<file path="src/zrbe_pkg.sv">
package zrbe_pkg;

   // largest number of bytes that one sample can cause
   localparam int unsigned MaxBurst = 8;
   localparam int unsigned BurstCountWidth = $clog2(MaxBurst + 1);

   // byte codes of the stream
   localparam logic [7:0] CodePosByte  = 8'd101;
   localparam logic [7:0] CodeNegByte  = 8'd102;
   localparam logic [7:0] CodePosWord  = 8'd103;
   localparam logic [7:0] CodeNegWord  = 8'd104;
   localparam logic [7:0] CodeRunByte  = 8'd105;
   localparam logic [7:0] CodeRunWord  = 8'd106;
   localparam logic [7:0] CodeLiteral  = 8'd255;

   // value and run limits
   localparam logic [7:0]  ValueBias   = 8'd180;
   localparam logic [15:0] RunShortMax = 16'd100;
   localparam logic [15:0] RunByteMax  = 16'd255;
   localparam logic [15:0] RunFull     = 16'd65535;

   typedef struct packed {
      logic signed [31:0] sample_value;
      logic               block_end;
   } req_payload_type;

   typedef struct packed {
      logic [7:0] code_byte;
      logic       item_done;
   } rsp_payload_type;

   // bytes caused by one sample, byte 0 in the low bits goes out first
   typedef struct packed {
      logic [MaxBurst*8-1:0]        bytes;
      logic [BurstCountWidth-1:0]   count;
   } burst_type;

endpackage

</file>
<file path="src/zrbe_encoder.sv">
module zrbe_encoder
   import zrbe_pkg::*;
(
   input  req_payload_type item,
   input  logic [15:0]     run_count,
   output burst_type       burst,
   output logic [15:0]     run_count_next
);

   logic        is_zero;
   logic        run_full;
   logic [15:0] run_len;
   logic        do_flush;
   logic [23:0] flush_bytes;
   logic [1:0]  flush_n;
   logic [31:0] run_bytes;
   logic [2:0]  run_n;
   logic [31:0] mag;
   logic [63:0] val_bytes;
   logic [2:0]  val_n;
   logic signed [31:0] v;

   assign v        = item.sample_value;
   assign is_zero  = (v == 32'sd0);
   assign run_full = (run_count == RunFull);

   // zero run that is flushed by this sample
   always_comb begin
      run_len  = run_count;
      do_flush = 1'b1;
      if (is_zero) begin
         run_len  = run_full ? 16'd1 : run_count + 16'd1;
         do_flush = item.block_end;
      end
   end

   // run code
   always_comb begin
      flush_bytes = '0;
      flush_n     = 2'd0;
      if (do_flush && run_len != 16'd0) begin
         if (run_len > RunByteMax) begin
            flush_bytes = {run_len[7:0], run_len[15:8], CodeRunWord};
            flush_n     = 2'd3;
         end else if (run_len > RunShortMax) begin
            flush_bytes = {8'h00, run_len[7:0], CodeRunByte};
            flush_n     = 2'd2;
         end else begin
            flush_bytes = {16'h0000, run_len[7:0]};
            flush_n     = 2'd1;
         end
      end
   end

   // full counter writes a maximal run ahead of the flush
   always_comb begin
      if (is_zero && run_full) begin
         run_bytes = {flush_bytes[7:0], 8'hFF, 8'hFF, CodeRunWord};
         run_n     = 3'd3 + {1'b0, flush_n};
      end else begin
         run_bytes = {8'h00, flush_bytes};
         run_n     = {1'b0, flush_n};
      end
   end

   // value code
   assign mag = 32'd0 - v;

   always_comb begin
      val_bytes = '0;
      val_n     = 3'd0;
      if (!is_zero) begin
         if (v > -32'sd74 && v < 32'sd75) begin
            val_bytes[7:0] = v[7:0] + ValueBias;
            val_n          = 3'd1;
         end else if (v > 32'sd0 && v < 32'sd256) begin
            val_bytes[15:0] = {v[7:0], CodePosByte};
            val_n           = 3'd2;
         end else if (v > 32'sd0 && v < 32'sd65536) begin
            val_bytes[23:0] = {v[7:0], v[15:8], CodePosWord};
            val_n           = 3'd3;
         end else if (v < 32'sd0 && v > -32'sd256) begin
            val_bytes[15:0] = {mag[7:0], CodeNegByte};
            val_n           = 3'd2;
         end else if (v < 32'sd0 && v > -32'sd65536) begin
            val_bytes[23:0] = {mag[7:0], mag[15:8], CodeNegWord};
            val_n           = 3'd3;
         end else begin
            val_bytes[39:0] = {v[7:0], v[15:8], v[23:16], v[31:24], CodeLiteral};
            val_n           = 3'd5;
         end
      end
   end

   // run bytes first, value bytes after them
   always_comb begin
      burst.bytes = {32'h0, run_bytes} | (val_bytes << {run_n, 3'b000});
      burst.count = BurstCountWidth'(run_n) + BurstCountWidth'(val_n);
   end

   // pending zeros after this sample
   assign run_count_next = (is_zero && !item.block_end) ? run_len : 16'd0;

endmodule

</file>
<file path="src/zrbe_serializer.sv">
module zrbe_serializer
   import zrbe_pkg::*;
(
   input  logic            clock,
   input  logic            reset,
   input  burst_type       burst,
   input  logic            burst_load,
   output logic            burst_free,
   output logic            rsp_valid,
   input  logic            rsp_ready,
   output rsp_payload_type rsp_payload
);

   logic [MaxBurst*8-1:0]      bytes_ff;
   logic [MaxBurst*8-1:0]      bytes_in;
   logic [BurstCountWidth-1:0] left_ff;
   logic [BurstCountWidth-1:0] left_in;
   logic                       xfer;

   assign xfer       = rsp_valid && rsp_ready;
   assign rsp_valid  = (left_ff != '0);
   assign burst_free = (left_ff == '0) || (left_ff == BurstCountWidth'(1) && rsp_ready);

   assign rsp_payload.code_byte = bytes_ff[7:0];
   assign rsp_payload.item_done = (left_ff == BurstCountWidth'(1));

   // load a new burst or shift out one byte per transfer
   always_comb begin
      bytes_in = bytes_ff;
      left_in  = left_ff;
      if (burst_load) begin
         bytes_in = burst.bytes;
         left_in  = burst.count;
      end else if (xfer) begin
         bytes_in = bytes_ff >> 8;
         left_in  = left_ff - BurstCountWidth'(1);
      end
   end

   always_ff @(posedge clock) begin
      if (reset) begin
         left_ff <= '0;
      end else begin
         left_ff <= left_in;
      end
   end

   always_ff @(posedge clock) begin
      bytes_ff <= bytes_in;
   end

`ifndef NO_ASSERTIONS
   // a burst never overwrites bytes still waiting
   a_load_free: assert property (@(posedge clock) disable iff (reset)
      burst_load |-> (left_ff == '0) || (left_ff == BurstCountWidth'(1) && rsp_ready))
      else $error("burst loaded over pending bytes");

   // every loaded burst holds one to eight bytes
   a_load_count: assert property (@(posedge clock) disable iff (reset)
      burst_load |-> burst.count != '0 && burst.count <= BurstCountWidth'(MaxBurst))
      else $error("burst byte count out of range");

   // a burst stays valid until its last byte is taken
   a_burst_continues: assert property (@(posedge clock) disable iff (reset)
      rsp_valid && rsp_ready && !rsp_payload.item_done |=> rsp_valid)
      else $error("burst ended before last byte");
`endif

endmodule

</file>
<file path="src/zero_run_byte_encoder.sv">
// Zero-run byte encoder. Each transfer on req_ carries one signed 32-bit sample;
// each transfer on rsp_ carries one byte of the code, with item_done marking the
// last byte caused by a sample. Zero samples are counted and written as a run
// code when a non-zero sample or a block end arrives, or a maximal run code when
// a zero finds the counter full. A sample is held in an input register, encoded
// in the next cycle and loaded into a byte buffer that drains one byte per cycle
// while rsp_ready is high, so the output port sets the rate. A sample causes 1 to
// 8 bytes; a zero without block end causes none unless the counter is full. The
// next sample is taken while the last byte of the previous one goes out. With
// the byte buffer free, a sample passes the input register and the byte buffer
// before its first byte is offered. Reset clears the pending run count.
module zero_run_byte_encoder
   import zrbe_pkg::*;
(
   input  logic            clock,
   input  logic            reset,
   input  logic            req_valid,
   output logic            req_ready,
   input  req_payload_type req_payload,
   output logic            rsp_valid,
   input  logic            rsp_ready,
   output rsp_payload_type rsp_payload
);

   logic            in_valid_ff;
   logic            in_valid_in;
   req_payload_type in_payload_ff;
   logic [15:0]     run_count_ff;
   logic [15:0]     run_count_in;
   logic [15:0]     run_count_next;
   burst_type       burst;
   logic            burst_free;
   logic            burst_load;
   logic            advance;

   // sample leaves the input register when its bytes fit or it has none
   assign advance    = in_valid_ff && (burst.count == '0 || burst_free);
   assign burst_load = advance && (burst.count != '0);
   assign req_ready  = !in_valid_ff || advance;

   assign in_valid_in  = (req_valid && req_ready) || (in_valid_ff && !advance);
   assign run_count_in = advance ? run_count_next : run_count_ff;

   // input register and run counter
   always_ff @(posedge clock) begin
      if (reset) begin
         in_valid_ff  <= 1'b0;
         run_count_ff <= '0;
      end else begin
         in_valid_ff  <= in_valid_in;
         run_count_ff <= run_count_in;
      end
   end

   always_ff @(posedge clock) begin
      if (req_valid && req_ready) begin
         in_payload_ff <= req_payload;
      end
   end

   zrbe_encoder u_encoder (
      .item           (in_payload_ff),
      .run_count      (run_count_ff),
      .burst          (burst),
      .run_count_next (run_count_next)
   );

   zrbe_serializer u_serializer (
      .clock       (clock),
      .reset       (reset),
      .burst       (burst),
      .burst_load  (burst_load),
      .burst_free  (burst_free),
      .rsp_valid   (rsp_valid),
      .rsp_ready   (rsp_ready),
      .rsp_payload (rsp_payload)
   );

endmodule
</file>
<file path="config.mk">
export PLATFORM = sky130hd
export DESIGN_NAME = zero_run_byte_encoder
export DESIGN_NICKNAME = d
export VERILOG_FILES = /design/src/zrbe_pkg.sv /design/src/zrbe_encoder.sv /design/src/zrbe_serializer.sv /design/src/zero_run_byte_encoder.sv
export SDC_FILE = /design/constraint.sdc
export NUM_CORES = 1
export LEC_CHECK = 0
export ABC_AREA = 1
export BUFFER_PORTS_ARGS = -buffer_cell sky130_fd_sc_hd__buf_2
export CAP_MARGIN = 30
export CORE_ASPECT_RATIO = 1.2
export CORE_MARGIN = 8
export CORE_UTILIZATION = 40
export DETAILED_ROUTE_END_ITERATION = 6
export PLACE_DENSITY = 0.58
export RECOVER_POWER = 100
export SYNTH_ARGS = -nofsm -noshare
export SYNTH_HDL_FRONTEND = slang
export SYNTH_SLANG_ARGS = --single-unit
</file>
<file path="constraint.sdc">
create_clock -name clock -period 8.1 [get_ports clock]
set_clock_uncertainty 0.2 [all_clocks]
set_input_delay 0.81 -clock clock [delete_from_list [all_inputs] [get_ports clock]]
set_output_delay 0.81 -clock clock [all_outputs]
set_load 0.01 [all_outputs]
</file>
==> results.yml <==
logic_synthesis:
  ys_seq_area_share_pct: 38.41
  synth_flop_cell: "edfxtp_1"
  syn_nets: 1289
  synth_largest_area_cell: "edfxtp_1"
  avgSynthCellArea_sq_um: 7.009
  synth-async-reset-ratio_pct: 0
  synth_cells: 1238
  synth_area_sq_mm: 0.008677
  ys_ff_latch: 118
  post-synth-top-area-fraction_pct: 33.57
  ys_top_cells_by_area: "edfxtp_1 34%, nand2_1 17%, nand3_1 9.2%"
  ys_warn_count: 0
  synth_edf_count: 97
  yosysUniqueCellTypes: 45
floorplanning:
  io_pins: 48
  core.rowCount: 59
  initial_core_util_pct: 40.39
  die_x_um: 150.5
  chipHeight_um: 177.3
  coreArea_sq_mm: 0.02148
  dieArea_sq_mm: 0.02668
sta:
  hold_violations: 0
  fin_ws_ps: 1004
  finalMaxSlewViolations: 0
  worst_pin_slew_ps: 823.2
  finalCriticalPeriod_ps: 7096
  fmax_ghz: 0.1409
  setup_viol: 0
  max_slew_margin_pct: 44.54
  fin_crit_sh_pct: 87.60
  rsz0062_at_grt: "no"
  tns_ps: 0
global_route:
  grt_pass1_wl_um: 44080
  grt_use_met3_pct: 3.036
  antenna_found_initial: 0
  grt-ovfl-total: 0
  grt_pass1_vias: 8058
  grt_use_met1_pct: 24.99
  grt-busiest-layer: "met2"
  grt_max_degree: 63
  grtUsageTotal_pct: 21.62
  grtUsageMet2_pct: 38.51
critical_path:
  cpMaxStageDelayCell: "fa_1"
  crit_path_end_kind: "register"
  crit_path_start_kind: "register"
  crit_path_max_incr_delay_ps: 530
  arrival_ps: 7080
  crit_family: "simple AND/OR/NAND/NOR gates"
  cp.required_ps: 8090
  crit_top_cell: "nand2_1"
  critPathKind: "reg -> reg"
  crit_fanout: 43
  critical_path_buf_inv_count: 11
power:
  pwr-share-clk_pct: 29.5
  p_comb_share_pct: 28.9
  p_leak_nw: 4.288
  power.internal_w: 0.001644
  peakVddDrop_uv: 145.5
  p_sw_share_pct: 33.96
  seqPwrFrac_pct: 41.6
  power_density_mw_per_mm2: 259.9
  p_switching_w: 0.0008455
final_layout:
  fin_nets: 1311
  fillers: 2229
  diodes: 0
  syn_to_final_growth_pct: 10.40
  final_layout_size_suffix_gt1_share_pct: 10.30
routing:
  ant_nets: 0
  vias: 8333
  wl_per_cell_um: 18.18
  initialDrtViolationCount: 761
  viasPerCell: 5.390
  drc_errors: 0
  routed_wl_um: 28100
  dr.pass1.iters: 6
clock_tree:
  clock_path_buffers: 2
  clkTransAtPathRegs_ps: 50
  cts_root_buf: "clkbuf_16"
  cts_inserted_buffers: 17
  insertion_delay_ps: 430
  cts-resized-gates: 0
  post-cts-setup-buffer-count: 0
  cts_tree: "yes"
  hold_buffers: 0
  clkSinkCount: 118
  htreeDepth: 4
outcome:
  status: "complete, no violations"
placed_design:
  pre_cts_ws_ps: 1034
  gp_congestion: 0.9414
  port_buffers: 47
  dp_hpwl_um: 20910
flow_run:
  maxCapViolations: 0
min_path:
  hold_path.class: "reg -> reg"
==> worst min-delay path, cell delays in order (launching register included) <==
cell	delay, ps
dfxtp_1	320
a31oi_1	70
nor2_1	70
==> cell type report <==
cell class	instances	area [sq um]	area share (%)
tap	274	342.8	3.579
inverter	134	503.0	5.251
clock inverter	14	136.4	1.424
timing repair buffer	60	344.1	3.592
multi-input combinational	929	4494	46.92
clock buffer	17	425.4	4.441
sequential	118	3333	34.80
==> state kept, by name, indices dropped and copies added (netlist names) <==
signal                 cells
u_serializer.left_ff       4
in_valid_ff                1
in_payload_ff             33
u_serializer.bytes_ff     64
run_count_ff              16
==> cell families (layout without fill, tap and decap cells) <==
group,count (synthesis),count (layout),synth area share (%)
AND/OR/NAND/NOR,755,755,38.96
buffers and inverters,191,225,9.676
AO/OA/AOI/OAI,147,147,9.531
flip-flops,118,118,38.41
adder cells (fa/ha/maj),14,14,2.105
XOR/XNOR,13,13,1.312
==> final timing paths <==
kind / startpoint / to / slack (ps) / cells after the start
setup / recovery: in_payload_ff[3] / u_serializer.bytes_ff[20] / 1000 / 36
hold / removal: u_serializer.left_ff[1] / u_serializer.left_ff[1] / 300 / 2
setup reg to reg: in_payload_ff[3] / u_serializer.bytes_ff[20] / 1000 / 36
hold reg to reg: u_serializer.left_ff[1] / u_serializer.left_ff[1] / 300 / 2
==> synthesized netlist by cell type (13+ instances only) <==
cell type	n
inv_1	127
ha_1	13
dfxtp_1	21
edfxtp_1	97
a21oi_1	43
buf_2	14
clkbuf_1	20
o21ai_0	59
or2_2	19
nand3_1	159
nand2_1	386
nand4_1	21
buf_4	14
nor2_1	115
==> power by group through the flow <==
| stage | clock network (W) | logic [W] | registers (W) |
|---|---|---|---|
| finish | 0.000733 | 0.000721 | 0.00104 |
| global route | 0.000771 | 0.000814 | 0.00106 |
| CTS | 0.000748 | 0.000742 | 0.00103 |
| detailed placement | 0 | 0.000737 | 0.00105 |
| global placement | 0 | 0.000731 | 0.00104 |
| floorplan | 0 | 0.000536 | 0.00103 |
==> metrics by stage <==
stage	cells	cell area (sq um)	util (%)	hold slack, ps	power (W)
final	1546	9579	44.59	304.7	0.002490
after global routing	1546	9579	44.59	328.0	0.002644
after CTS	1545	9588	44.63	310.0	0.002525
after detailed placement	1514	9026	42.02	296.8	0.001783
after global placement	1514	9026	42.02	280.7	0.001773
after floorplan	1238	8677	-	265.0	0.001563
==> per-layer routing <==
metal	vias up	part of all wire [%]
li1	4129	-
met1	3890	41
met2	251	51
met3	63	4.2
met4	0	4.1
met5	-	0
==> layout by cell type, fill, tap and decap left out, types with 17 or more instances in the layout <==
| cell type | synthesis | layout |
|---|---|---|
| or2_2 | 19 | 19 |
| a21oi_1 | 43 | 43 |
| inv_1 | 127 | 128 |
| clkbuf_16 | 0 | 17 |
| nand2_1 | 386 | 386 |
| dfxtp_1 | 21 | 21 |
| nand4_1 | 21 | 21 |
| buf_2 | 14 | 35 |
| nor2_1 | 115 | 115 |
| edfxtp_1 | 97 | 97 |
| o21ai_0 | 59 | 66 |
| nand3_1 | 159 | 160 |
(Power assumes the default switching activity.)
